`src/rtl/hsl_pkg.sv`:
```
`timescale 1ns / 1ps
// Shared constants, types and helpers for the HSL to RGB converter.
// No dependencies; every other file imports this package.
package hsl_pkg;

    localparam int FRAC_BITS  = 12;
    localparam int FIELD_W    = 13;
    localparam int VAL_W      = FRAC_BITS + 1;
    localparam int IN_W       = (FIELD_W > VAL_W) ? FIELD_W : VAL_W;
    localparam int NUM_STAGES = 6;

    typedef logic [VAL_W-1:0]      frac_t;
    typedef logic [NUM_STAGES-1:0] stage_en_t;

    localparam frac_t ONE   = {1'b1, {FRAC_BITS{1'b0}}};
    localparam frac_t THIRD = VAL_W'((2 ** FRAC_BITS) / 3);

    typedef enum logic [1:0] {
        RG_RISE,
        RG_HIGH,
        RG_FALL,
        RG_LOW
    } region_t;

    typedef struct packed {
        frac_t p;
        frac_t q;
        frac_t d;
        frac_t l;
        logic  achrom;
    } qp_t;

    function automatic frac_t clamp_in(logic [FIELD_W-1:0] v);
        logic [IN_W-1:0] w;
        w = IN_W'(v);
        if (w > IN_W'(ONE)) begin
            return ONE;
        end
        return VAL_W'(w);
    endfunction

endpackage

```
`src/rtl/hsl_front.sv`:
```
`timescale 1ns / 1ps
// Input stage: clamps the three fractions and forms the wrapped hue for each channel.
// Depends on hsl_pkg.
module hsl_front import hsl_pkg::*; (
    input  logic                 aclk,
    input  stage_en_t            stage_en,
    input  logic [FIELD_W-1:0]   hue,
    input  logic [FIELD_W-1:0]   saturation,
    input  logic [FIELD_W-1:0]   lightness,
    output frac_t                t_red,
    output frac_t                t_green,
    output frac_t                t_blue,
    output frac_t                sat,
    output frac_t                light
);

    frac_t            h_c;
    logic [VAL_W:0]   h_plus;
    frac_t            t_red_next;
    frac_t            t_blue_next;
    frac_t            t_red_reg;
    frac_t            t_green_reg;
    frac_t            t_blue_reg;
    frac_t            sat_reg;
    frac_t            light_reg;

    always_comb begin
        h_c    = clamp_in(hue);
        h_plus = {1'b0, h_c} + {1'b0, THIRD};
        if (h_plus > {1'b0, ONE}) begin
            t_red_next = VAL_W'(h_plus - {1'b0, ONE});
        end else begin
            t_red_next = VAL_W'(h_plus);
        end
        if (h_c < THIRD) begin
            t_blue_next = VAL_W'({1'b0, h_c} + {1'b0, ONE} - {1'b0, THIRD});
        end else begin
            t_blue_next = h_c - THIRD;
        end
    end

    always_ff @(posedge aclk) begin
        if (stage_en[0]) begin
            t_red_reg   <= t_red_next;
            t_green_reg <= h_c;
            t_blue_reg  <= t_blue_next;
            sat_reg     <= clamp_in(saturation);
            light_reg   <= clamp_in(lightness);
        end
    end

    assign t_red   = t_red_reg;
    assign t_green = t_green_reg;
    assign t_blue  = t_blue_reg;
    assign sat     = sat_reg;
    assign light   = light_reg;

endmodule

```
`src/rtl/hsl_qp.sv`:
```
`timescale 1ns / 1ps
// Forms the ramp bounds q and p and their difference over three pipeline stages.
// Depends on hsl_pkg.
module hsl_qp import hsl_pkg::*; (
    input  logic      aclk,
    input  stage_en_t stage_en,
    input  frac_t     sat,
    input  frac_t     light,
    output qp_t       bounds
);

    localparam int PW = 2 * VAL_W + 1;
    localparam int QW = VAL_W + 2;

    logic                 low;
    logic [VAL_W:0]       mult_b;
    logic [PW-1:0]        prod_next;
    logic [PW-1:0]        prod_reg;
    logic                 low_reg;
    logic                 achrom1_reg;
    frac_t                l1_reg;
    frac_t                s1_reg;

    logic [QW-1:0]        q_raw;
    frac_t                q_next;
    frac_t                q2_reg;
    frac_t                l2_reg;
    logic                 achrom2_reg;

    logic signed [QW-1:0] pd;
    frac_t                p_next;
    qp_t                  bounds_reg;

    always_comb begin
        low       = {light, 1'b0} < {1'b0, ONE};
        mult_b    = low ? ({1'b0, ONE} + {1'b0, sat}) : {1'b0, sat};
        prod_next = PW'(light) * PW'(mult_b);
    end

    always_ff @(posedge aclk) begin
        if (stage_en[1]) begin
            prod_reg    <= prod_next;
            low_reg     <= low;
            achrom1_reg <= (sat == '0);
            l1_reg      <= light;
            s1_reg      <= sat;
        end
    end

    always_comb begin
        if (low_reg) begin
            q_raw = QW'(prod_reg >> FRAC_BITS);
        end else begin
            q_raw = QW'(l1_reg) + QW'(s1_reg) - QW'(prod_reg >> FRAC_BITS);
        end
        if (q_raw > QW'(ONE)) begin
            q_next = ONE;
        end else begin
            q_next = VAL_W'(q_raw);
        end
    end

    always_ff @(posedge aclk) begin
        if (stage_en[2]) begin
            q2_reg      <= q_next;
            l2_reg      <= l1_reg;
            achrom2_reg <= achrom1_reg;
        end
    end

    always_comb begin
        pd = $signed({1'b0, l2_reg, 1'b0}) - $signed({2'b00, q2_reg});
        if (pd < 0) begin
            p_next = '0;
        end else if (pd > $signed(QW'(ONE))) begin
            p_next = ONE;
        end else begin
            p_next = VAL_W'(pd);
        end
        if (p_next > q2_reg) begin
            p_next = q2_reg;
        end
    end

    always_ff @(posedge aclk) begin
        if (stage_en[3]) begin
            bounds_reg.p      <= p_next;
            bounds_reg.q      <= q2_reg;
            bounds_reg.d      <= q2_reg - p_next;
            bounds_reg.l      <= l2_reg;
            bounds_reg.achrom <= achrom2_reg;
        end
    end

    assign bounds = bounds_reg;

endmodule

```
`src/rtl/hsl_ramp.sv`:
```
`timescale 1ns / 1ps
// One colour channel: classifies its hue into a ramp segment, scales the
// bound difference and forms the clamped channel value. Depends on hsl_pkg.
module hsl_ramp import hsl_pkg::*; (
    input  logic      aclk,
    input  stage_en_t stage_en,
    input  frac_t     t_in,
    input  qp_t       bounds,
    output frac_t     value
);

    localparam int TW = VAL_W + 3;
    localparam int MW = 2 * VAL_W;

    logic [TW-1:0]  t6;
    logic [VAL_W:0] t2;
    logic [VAL_W+1:0] t3;
    region_t        region_next;
    frac_t          factor_next;

    region_t        region1_reg;
    region_t        region2_reg;
    region_t        region3_reg;
    region_t        region4_reg;
    frac_t          factor1_reg;
    frac_t          factor2_reg;
    frac_t          factor3_reg;

    logic [MW-1:0]  prod_reg;
    frac_t          p4_reg;
    frac_t          q4_reg;
    frac_t          l4_reg;
    logic           achrom4_reg;

    logic [VAL_W:0] sum;
    frac_t          value_next;
    frac_t          value_reg;

    always_comb begin
        t6 = (TW'(t_in) << 2) + (TW'(t_in) << 1);
        t2 = {t_in, 1'b0};
        t3 = {1'b0, t_in, 1'b0} + {2'b00, t_in};
        factor_next = '0;
        if (t6 < TW'(ONE)) begin
            region_next = RG_RISE;
            factor_next = VAL_W'(t6);
        end else if (t2 < {1'b0, ONE}) begin
            region_next = RG_HIGH;
        end else if (t3 < {1'b0, ONE, 1'b0}) begin
            region_next = RG_FALL;
            factor_next = VAL_W'((TW'(ONE) << 2) - t6);
        end else begin
            region_next = RG_LOW;
        end
    end

    always_ff @(posedge aclk) begin
        if (stage_en[1]) begin
            region1_reg <= region_next;
            factor1_reg <= factor_next;
        end
        if (stage_en[2]) begin
            region2_reg <= region1_reg;
            factor2_reg <= factor1_reg;
        end
        if (stage_en[3]) begin
            region3_reg <= region2_reg;
            factor3_reg <= factor2_reg;
        end
        if (stage_en[4]) begin
            prod_reg    <= MW'(bounds.d) * MW'(factor3_reg);
            region4_reg <= region3_reg;
            p4_reg      <= bounds.p;
            q4_reg      <= bounds.q;
            l4_reg      <= bounds.l;
            achrom4_reg <= bounds.achrom;
        end
    end

    always_comb begin
        sum = {1'b0, p4_reg} + (VAL_W + 1)'(prod_reg >> FRAC_BITS);
        case (region4_reg)
            RG_RISE, RG_FALL: begin
                value_next = (sum > {1'b0, ONE}) ? ONE : VAL_W'(sum);
            end
            RG_HIGH: begin
                value_next = q4_reg;
            end
            default: begin
                value_next = p4_reg;
            end
        endcase
        if (achrom4_reg) begin
            value_next = l4_reg;
        end
    end

    always_ff @(posedge aclk) begin
        if (stage_en[5]) begin
            value_reg <= value_next;
        end
    end

    assign value = value_reg;

endmodule

```
`src/rtl/hsl_to_rgb_converter.sv`:
```
`timescale 1ns / 1ps
// HSL to RGB converter, top level: valid/ready pipeline control and the
// front, bound and per-channel ramp units. Depends on hsl_pkg and all hsl_ modules.
//
// Usage: a request on the s_ channel carries hue, saturation and lightness
// as unsigned fractions in which 4096 stands for 1.0; larger values are
// treated as 1.0. Each request yields exactly one m_ request carrying red,
// green and blue in the same format, in the order the inputs arrived.
// The accepting edge loads the pixel into the first of six register stages.
// The stages are the input clamp and hue wrap, q/p multiply, q clamp,
// p and difference, channel multiply, and the final add and clamp in the
// output register. Throughput is one pixel per clock while m_ready is high.
// Each stage advances when it is empty or the stage after it advances, so
// bubbles are squeezed out and s_ready stays high while any stage is free.
// When the receiver holds m_ready low the pipeline fills, and s_ready falls
// only once all six stages hold a pixel; nothing is lost or repeated.
// Reset (aresetn low at a clock edge) empties the pipeline; data registers
// are not cleared and carry no meaning until their valid bits are set.
module hsl_to_rgb_converter import hsl_pkg::*; (
    input  logic               aclk,
    input  logic               aresetn,
    input  logic               s_valid,
    output logic               s_ready,
    input  logic [FIELD_W-1:0] s_hue,
    input  logic [FIELD_W-1:0] s_saturation,
    input  logic [FIELD_W-1:0] s_lightness,
    output logic               m_valid,
    input  logic               m_ready,
    output logic [FIELD_W-1:0] m_red,
    output logic [FIELD_W-1:0] m_green,
    output logic [FIELD_W-1:0] m_blue
);

    stage_en_t stage_en;
    stage_en_t vld_reg;
    stage_en_t vld_next;

    frac_t t_red;
    frac_t t_green;
    frac_t t_blue;
    frac_t sat;
    frac_t light;
    qp_t   bounds;
    frac_t red_val;
    frac_t green_val;
    frac_t blue_val;

    always_comb begin
        stage_en[NUM_STAGES-1] = !vld_reg[NUM_STAGES-1] || m_ready;
        for (int i = NUM_STAGES - 2; i >= 0; i--) begin
            stage_en[i] = !vld_reg[i] || stage_en[i+1];
        end
        vld_next = vld_reg;
        if (stage_en[0]) begin
            vld_next[0] = s_valid;
        end
        for (int i = 1; i < NUM_STAGES; i++) begin
            if (stage_en[i]) begin
                vld_next[i] = vld_reg[i-1];
            end
        end
    end

    always_ff @(posedge aclk) begin
        if (!aresetn) begin
            vld_reg <= '0;
        end else begin
            vld_reg <= vld_next;
        end
    end

    hsl_front u_front (
        .aclk       (aclk),
        .stage_en   (stage_en),
        .hue        (s_hue),
        .saturation (s_saturation),
        .lightness  (s_lightness),
        .t_red      (t_red),
        .t_green    (t_green),
        .t_blue     (t_blue),
        .sat        (sat),
        .light      (light)
    );

    hsl_qp u_qp (
        .aclk     (aclk),
        .stage_en (stage_en),
        .sat      (sat),
        .light    (light),
        .bounds   (bounds)
    );

    hsl_ramp u_ramp_red (
        .aclk     (aclk),
        .stage_en (stage_en),
        .t_in     (t_red),
        .bounds   (bounds),
        .value    (red_val)
    );

    hsl_ramp u_ramp_green (
        .aclk     (aclk),
        .stage_en (stage_en),
        .t_in     (t_green),
        .bounds   (bounds),
        .value    (green_val)
    );

    hsl_ramp u_ramp_blue (
        .aclk     (aclk),
        .stage_en (stage_en),
        .t_in     (t_blue),
        .bounds   (bounds),
        .value    (blue_val)
    );

    assign s_ready = stage_en[0];
    assign m_valid = vld_reg[NUM_STAGES-1];
    assign m_red   = FIELD_W'(red_val);
    assign m_green = FIELD_W'(green_val);
    assign m_blue  = FIELD_W'(blue_val);

    assert property (@(posedge aclk) disable iff (!aresetn)
        !s_ready |-> (vld_reg == '1))
        else $error("Input stalled while a pipeline stage was empty.");

    assert property (@(posedge aclk) disable iff (!aresetn)
        (s_valid && s_ready) |=> vld_reg[0])
        else $error("Accepted pixel did not enter the first stage.");

    assert property (@(posedge aclk) disable iff (!aresetn)
        m_valid |-> (red_val <= ONE && green_val <= ONE && blue_val <= ONE))
        else $error("Channel value above full scale.");

endmodule
```
`config.mk`:
```
export PLATFORM = sky130hd
export DESIGN_NAME = hsl_to_rgb_converter
export DESIGN_NICKNAME = d
export VERILOG_FILES = /design/src/rtl/hsl_pkg.sv /design/src/rtl/hsl_front.sv /design/src/rtl/hsl_qp.sv /design/src/rtl/hsl_ramp.sv /design/src/rtl/hsl_to_rgb_converter.sv
export SDC_FILE = /design/constraint.sdc
export NUM_CORES = 2
export LEC_CHECK = 0
export BUFFER_PORTS_ARGS = -buffer_cell sky130_fd_sc_hd__buf_2
export CAP_MARGIN = 25
export CORE_UTILIZATION = 33
export DETAILED_ROUTE_END_ITERATION = 7
export SYNTH_ARGS = -nofsm -noshare
export SYNTH_HDL_FRONTEND = slang
export SYNTH_HIERARCHICAL = 1
export SYNTH_SLANG_ARGS = --single-unit
```
`constraint.sdc`:
```
create_clock -name aclk -period 8.2 [get_ports aclk]
set_input_delay 1.23 -clock aclk [delete_from_list [all_inputs] [get_ports aclk]]
set_output_delay 1.23 -clock aclk [all_outputs]
set_load 0.01 [all_outputs]
```
# Word-level counts from Yosys, hierarchy flattened
# Index checks and enable logic that the tools add are counted.
# totals
input_bits	43
reg_bits	504
# classes
reduce_logical	22
n_mux	42
mul	4
eq_ne	6
add_sub_neg	22
magnitude_cmp	22
# ops
operator	n
$mux 13	26
$mul 13x13->26	3
$pmux 13 s2	3
$gt 14x13->1 const B	4
$lt 14x13->1 const B	4
$add 15x14->16	3
$lt 16x13->1 const B	3
$add 14x13->15	3
$lt 15x14->1 const B	3
$add 13x14->14	3
$gt 13x13->1 const B	3
$sub 1x13->13 const A	3
$mul 13x14->27	1
$sub 13x11->13 const B	2
$gt 15x13->1 const B	1
$gt 15x14->1 const B	1
$lt 15x1->1 const B	1
$mux 15	1
$sub 14x13->15	1
$sub 15x15->15	1
$add 13x11->14 const B	1
$add 13x13->14	1
$add 13x13->14 const A	1
$mux 14	1
other kinds (13)	44

# Logic depth before layout (Yosys ltp)
# depth
word_depth	9
depth_mapped	35
depth_no_buf	32

# Cells and area by module
# The synthesis kept the hierarchy.
# by_module_without_submodules
mod	area_each_um2	seq_area_each_um2	instances	cells_per_inst
hsl_qp	12722.2	3693.5	1	1255
hsl_ramp at u_ramp_blue	10443.8	3333.2	1	1010
hsl_ramp at u_ramp_green	10398.7	3333.2	1	997
hsl_ramp at u_ramp_red	10167.3	3333.2	1	949
hsl_front	2979.1	1921.8	1	235
hsl_to_rgb_converter	234.0	120.1	1	26

# Worst setup path before layout
# OpenSTA, ideal clock, no wires.
# synth_timing
path_kind	register to register
from	register u_qp.q2_reg[1]
to	register u_qp.bounds_reg (netlist bit u_qp/bounds[24]), data pin
path_slack_ps	1868
t_arrival_ps	6075
period_less_slack_ps	6332
n_path_buf	3
stages_incl_launch_ff	35
cell_sequence	edfxtp_1 fa_1 nor2b_4 o221ai_1 a31oi_2 xnor2_2 o2111a_1 o2111ai_2 a211oi_2 o21ai_2 buf_6 or2_1 ha_1 nor2b_1 nor3_1 o21ai_0 a21oi_1 o21ai_0 a221o_1 o41a_1 clkbuf_1 clkbuf_1 inv_1 a21oi_1 ha_1 fa_1 nor2b_1 o31a_1 o211ai_1 nand2_1 a21oi_1 nor2b_1 o21ai_0 nor2b_1 xnor2_1
# synth_via
elab_chain_cells	7
# synth_lines
item	line_no	text
start: declaration	hsl_qp.sv:26	frac_t q2_reg;
start signal: assignment	hsl_qp.sv:65	q2_reg <= q_next;
$sub 14x13->15	hsl_qp.sv:72	pd = $signed({1'b0, l2_reg, 1'b0}) - $signed({2'b00, q2_reg});
$gt 15x14->1	hsl_qp.sv:75	end else if (pd > $signed(QW'(ONE))) begin
$mux 13	hsl_qp.sv:75	
$mux 13	hsl_qp.sv:73	if (pd < 0) begin
$gt 13x13->1	hsl_qp.sv:80	if (p_next > q2_reg) begin
$mux 13 (*)	hsl_qp.sv:80	
named net u_qp.p_next[0]	hsl_qp.sv:31	frac_t p_next;
$sub 13x13->13 (*)	hsl_qp.sv:89	bounds_reg.d <= q2_reg - p_next;
end: declaration	hsl_qp.sv:32	qp_t bounds_reg;
# The timed path passes the listed nets; every way through them passes the cells marked *.
# A chain may end at the register's enable or synchronous reset.

# Worst setup path in the final report
# layout_timing
from	register u_qp.q2_reg[1]
to	register u_qp.bounds_reg (netlist bit u_qp/bounds[24]), data pin
# layout_via
elab_chain_cells	7
# layout_lines
item	line_no
$sub 14x13->15	hsl_qp.sv:72
$gt 15x14->1	hsl_qp.sv:75
$mux 13	hsl_qp.sv:75
$mux 13	hsl_qp.sv:73
$gt 13x13->1	hsl_qp.sv:80
$mux 13	hsl_qp.sv:80
$sub 13x13->13 (*)	hsl_qp.sv:89
# Every way passes the cells marked *; elsewhere a longest branch is shown, timed or not.

==> flow_summary.html <==
<table>
<tr><th>Metric</th><th>Value</th></tr>
<tr><th colspan="2">Run status</th></tr>
<tr><td>Run status</td><td>finished clean</td></tr>
<tr><th colspan="2">Clock tree</th></tr>
<tr><td>Root buffer selected by CTS</td><td>sky130_fd_sc_hd__clkbuf_16</td></tr>
<tr><td>Gates resized, CTS repair</td><td>0</td></tr>
<tr><td>Num Clock Sinks</td><td>between 500 and 600</td></tr>
<tr><td>Total setup buffers inserted after CTS</td><td>0</td></tr>
<tr><td>CTS H-tree depth</td><td>2</td></tr>
<tr><td>Number of hold-repair buffers added at the cts stage</td><td>0</td></tr>
<tr><td>Maximum root-to-sink buffer count</td><td>3</td></tr>
<tr><td>TritonCTS clock tree</td><td>built</td></tr>
<tr><td>Later-pin clock latency in the skew report</td><td>just over 0.7 ns</td></tr>
<tr><td>Clock transition at the register clock pins on the worst setup and hold paths after CTS</td><td>around 0.06 ns</td></tr>
<tr><td>Number of buffers created by CTS</td><td>60</td></tr>
<tr><th colspan="2">Placement</th></tr>
<tr><td>Detail Placement HPWL</td><td>83700 µm</td></tr>
<tr><td>Setup slack at placement</td><td>between 0.8 and 0.9 ns</td></tr>
<tr><td>Final RePlAce weighted congestion</td><td>around 0.88</td></tr>
<tr><td>Placed cell areas</td><td>about 0.049 mm²</td></tr>
<tr><td>Count of port buffers added during placement</td><td>just over 80</td></tr>
<tr><th colspan="2">Global routing</th></tr>
<tr><td>First-pass GRT wire length</td><td>between 150000 and 200000 µm</td></tr>
<tr><td>Total overflow reported by the global router</td><td>0</td></tr>
<tr><td>Number of global-route vias before repair</td><td>32300</td></tr>
<tr><td>Largest net degree at the start of global routing</td><td>~170</td></tr>
<tr><td>Total routing resource utilization after global routing</td><td>0.155</td></tr>
<tr><td>Antenna violations before repair</td><td>4</td></tr>
<tr><th colspan="2">Detailed routing</th></tr>
<tr><td>Post-Route WL</td><td>between 100000 and 150000 µm</td></tr>
<tr><td>Number of vias per cell after detailed routing</td><td>4.91</td></tr>
<tr><td>Remaining design rule violation count</td><td>0</td></tr>
<tr><td>Post-DRT Antenna Nets</td><td>0</td></tr>
<tr><td>Initial drt markers</td><td>approximately 1900</td></tr>
<tr><td>Length of the first detailed-routing pass in iterations</td><td>5</td></tr>
<tr><td>Total number of vias</td><td>31500</td></tr>
<tr><td>Mean routed wirelength per cell</td><td>roughly 17 µm</td></tr>
<tr><th colspan="2">Logic synthesis</th></tr>
<tr><td>Count of unique library cells instantiated by Yosys</td><td>about 120</td></tr>
<tr><td>Post-Synthesis Mean Instance Area</td><td>roughly 10 µm²</td></tr>
<tr><td>Largest family of logic cells by synthesized area</td><td>adder cells</td></tr>
<tr><td>Sequential element share of the synthesized area</td><td>0.335</td></tr>
<tr><td>Post-synthesis net count</td><td>about 5400</td></tr>
<tr><td>Total number of yosys warnings</td><td>6</td></tr>
<tr><td>Number of flops mapped to enable cells by yosys</td><td>520</td></tr>
<tr><td>Total standard cell area after synthesis</td><td>around 0.047 mm²</td></tr>
<tr><td>Post-synthesis compound-gate area fraction</td><td>0.0983</td></tr>
<tr><td>Multiplexer share of the synthesized area</td><td>0.0111</td></tr>
<tr><td>Most used flip-flop cell after synthesis</td><td>sky130_fd_sc_hd__edfxtp_1</td></tr>
<tr><td>FF+latch count, synth</td><td>526</td></tr>
<tr><td>Post-synthesis adder-cell area fraction</td><td>0.314</td></tr>
<tr><td>Async S/R FF share, synth</td><td>0</td></tr>
<tr><td>Simple-gate share of the synthesized area</td><td>0.140</td></tr>
<tr><td>Cell count after synthesis</td><td>about 4500</td></tr>
<tr><td>Xor/xnor cell area share of the yosys netlist</td><td>0.0281</td></tr>
<tr><th colspan="2">STA</th></tr>
<tr><td>Pins over their slew limit</td><td>0</td></tr>
<tr><td>Min setup slack post-route</td><td>about 0.85 ns</td></tr>
<tr><td>Number of hold violations in the final report</td><td>0</td></tr>
<tr><td>Actual slew at the worst max-slew pin</td><td>a little over 1 ns</td></tr>
<tr><td>Shortest clock period the worst path allows after layout</td><td>7.35 ns</td></tr>
<tr><td>Number of setup violations in the final report</td><td>0</td></tr>
<tr><td>Setup Total Neg Slack</td><td>0 ns</td></tr>
<tr><td>Max transition margin</td><td>0.324</td></tr>
<tr><td>Worst Clk Skew</td><td>0.0863 ns</td></tr>
<tr><td>Final worst-path cycle share</td><td>0.896</td></tr>
<tr><td>Peak Freq</td><td>0.136 GHz</td></tr>
<tr><td>Setup repair after global routing missed its margin</td><td>false</td></tr>
<tr><th colspan="2">Critical path</th></tr>
<tr><td>R2R depth</td><td>31</td></tr>
<tr><td>Worst-path cell with the longest stage delay</td><td>sky130_fd_sc_hd__o21ai_2</td></tr>
<tr><td>Critical path class</td><td>register to register</td></tr>
<tr><td>Arrival @ worst endpoint</td><td>between 7 and 8 ns</td></tr>
<tr><td>Maximum fanout along the worst path</td><td>27</td></tr>
<tr><td>Delay of the slowest critical-path stage</td><td>between 0.5 and 0.6 ns</td></tr>
<tr><td>Kind of end point of the critical path</td><td>register</td></tr>
<tr><td>Number of buffer and inverter instances along the worst setup path</td><td>3</td></tr>
<tr><td>Data required time of the worst path</td><td>about 8.7 ns</td></tr>
<tr><td>CP most frequent cell</td><td>sky130_fd_sc_hd__o21ai_0</td></tr>
<tr><td>Critical Path Source Type</td><td>register</td></tr>
<tr><td>Logic depth of the worst setup path including buffers</td><td>31</td></tr>
<tr><td>Cell class contributing the biggest share of worst-path delay</td><td>compound AO/OA/AOI/OAI gates</td></tr>
<tr><th colspan="2">Die</th></tr>
<tr><td>Top Ports</td><td>84</td></tr>
<tr><td>Die Footprint</td><td>between 0.1 and 0.15 mm²</td></tr>
<tr><td>Initial core utilization</td><td>0.332</td></tr>
<tr><td>Die extent in y</td><td>roughly 380 µm</td></tr>
<tr><td>Die Wd</td><td>between 300 and 400 µm</td></tr>
<tr><td>Row count</td><td>between 100 and 150</td></tr>
<tr><td>Std-Cell Core Area</td><td>0.141 mm²</td></tr>
<tr><th colspan="2">Hold path</th></tr>
<tr><td>Hold Path Stages</td><td>0</td></tr>
<tr><td>Hold/Removal Path Class</td><td>register to register</td></tr>
<tr><th colspan="2">Power</th></tr>
<tr><td>Worst vdd rail ir drop</td><td>between 0.3 and 0.4 mV</td></tr>
<tr><td>Leakage</td><td>23.3 nW</td></tr>
<tr><td>Pwr Density</td><td>about 380 mW/mm²</td></tr>
<tr><th colspan="2">Run</th></tr>
<tr><td>Max-cap violations</td><td>0</td></tr>
<tr><th colspan="2">Layout</th></tr>
<tr><td>Flip-flop count of the largest register, all copies and words added</td><td>53</td></tr>
<tr><td>Antenna diode count</td><td>0</td></tr>
<tr><td>Number of nets in the finished design</td><td>5422</td></tr>
<tr><td>Share of final-layout standard cells stronger than drive strength 1</td><td>0.0706</td></tr>
<tr><td>Utilization of the core after routing</td><td>0.363</td></tr>
<tr><td>Filler cell count</td><td>roughly 14000</td></tr>
<tr><td>Final non-filler cell area</td><td>slightly above 0.05 mm²</td></tr>
<tr><td>Growth of design area from synthesis to finish</td><td>9.37%</td></tr>
</table>
-- layout make-up --
class                   instances  area [µm²]  share of cell area
multi-input cells            3066       27800               0.541
inverters                     713        2680              0.0522
flip-flops and latches        526       15700               0.306
well taps                    1890        2360              0.0461
clock inverters                47         589              0.0115
clock buffers                  67        1530              0.0298
repair buffers                114         658              0.0128
-- layer usage --
| layer | GRT usage | vias to the layer above | wire, µm | part of all wire |
|---|---|---|---|---|
| met4 | 0.0472 | 4 | 3050 | 0.028 |
| met1 | 0.207 | 15700 | 50100 | 0.46 |
| met5 | 0 | - | 17 | 0.00016 |
| met2 | 0.261 | 618 | 52300 | 0.48 |
| met3 | 0.0174 | 157 | 4190 | 0.038 |
| li1 | - | 15000 | - | - |
-- through the flow --
step	power, mW	hold WS (ns)	cells
global route	21.6	0.367	6423
detailed placement	16.8	0.405	6307
global placement	16.7	0.402	6307
CTS	19.8	0.362	6421
floorplan	13.5	0.400	4472
finish	19.6	0.363	6423
-- cell families after synthesis --
family          after synthesis
fa+ha+maj                   898
buf+inv                     880
simple gates               1332
compound gates              639
flops                       526
xor+xnor                    148
mux                          49
-- cells in the final DEF (no fill, tap or decap), types with 15 or more instances in the layout --
cell and count:
sky130_fd_sc_hd__xnor2_1 84, sky130_fd_sc_hd__o21a_1 42, sky130_fd_sc_hd__and2_1 244, sky130_fd_sc_hd__o31ai_1 20
sky130_fd_sc_hd__nand3_1 41, sky130_fd_sc_hd__a21oi_1 146, sky130_fd_sc_hd__ha_1 430, sky130_fd_sc_hd__a21o_1 45
sky130_fd_sc_hd__and3_1 20, sky130_fd_sc_hd__or2_2 16, sky130_fd_sc_hd__nor3_1 59, sky130_fd_sc_hd__a211oi_1 17
sky130_fd_sc_hd__a31oi_1 22, sky130_fd_sc_hd__nand2b_1 23, sky130_fd_sc_hd__xor2_1 61, sky130_fd_sc_hd__o211ai_1 24
sky130_fd_sc_hd__or3_1 20, sky130_fd_sc_hd__inv_1 708, sky130_fd_sc_hd__o2111ai_1 18, sky130_fd_sc_hd__o21ai_1 20
sky130_fd_sc_hd__nor4_1 15, sky130_fd_sc_hd__buf_4 29, sky130_fd_sc_hd__nand2_1 556, sky130_fd_sc_hd__buf_2 83
sky130_fd_sc_hd__nor2_1 177, sky130_fd_sc_hd__nor2b_1 58, sky130_fd_sc_hd__o22ai_1 19, sky130_fd_sc_hd__clkbuf_16 60
sky130_fd_sc_hd__o21ai_0 84, sky130_fd_sc_hd__edfxtp_1 520, sky130_fd_sc_hd__mux2_2 17, sky130_fd_sc_hd__nand4_1 16
sky130_fd_sc_hd__nor3b_1 19, sky130_fd_sc_hd__fa_1 468, sky130_fd_sc_hd__mux2i_1 30
-- report_power, final --
| part | internal, mW | total (mW) | switching [mW] |
|---|---|---|---|
| Combinational | 4.85 | 11.8 | 7.00 |
| Clock | 1.67 | 2.85 | 1.18 |
| Sequential | 4.12 | 4.86 | 0.739 |
| Total | 10.6 | 19.6 | 8.92 |
-- Yosys cell counts (all sizes together) (25+ instances only) --
library cell	count	area [µm²]
o21a	42	315
o21ai	107	547
and2	246	1540
nand2	558	2090
nand3	43	233
a21o	47	355
mux2i	32	328
o211ai	25	193
fa	468	9370
nor3	64	352
xnor2	86	768
xor2	62	551
buf	32	220
clkbuf	135	537
nor2	178	671
nor2b	59	377
inv	713	2680
a21oi	152	783
edfxtp	520	15600
ha	430	5380
-- worst paths after layout --
kind	from	slack [ns]	to
worst max register to register	u_qp/q2_reg[1]$_SDFFCE_PN0P_	0.85	u_qp/bounds[24]$_DFFE_PP_
worst min register to register	u_ramp_blue/region3_reg[1]$_DFFE_PP_	0.36	u_ramp_blue/region4_reg[1]$_DFFE_PP_
worst max-delay path	u_qp/q2_reg[1]$_SDFFCE_PN0P_	0.85	u_qp/bounds[24]$_DFFE_PP_
worst min-delay path	u_ramp_blue/region3_reg[1]$_DFFE_PP_	0.36	u_ramp_blue/region4_reg[1]$_DFFE_PP_
Power figures use the tool's default switching activity.
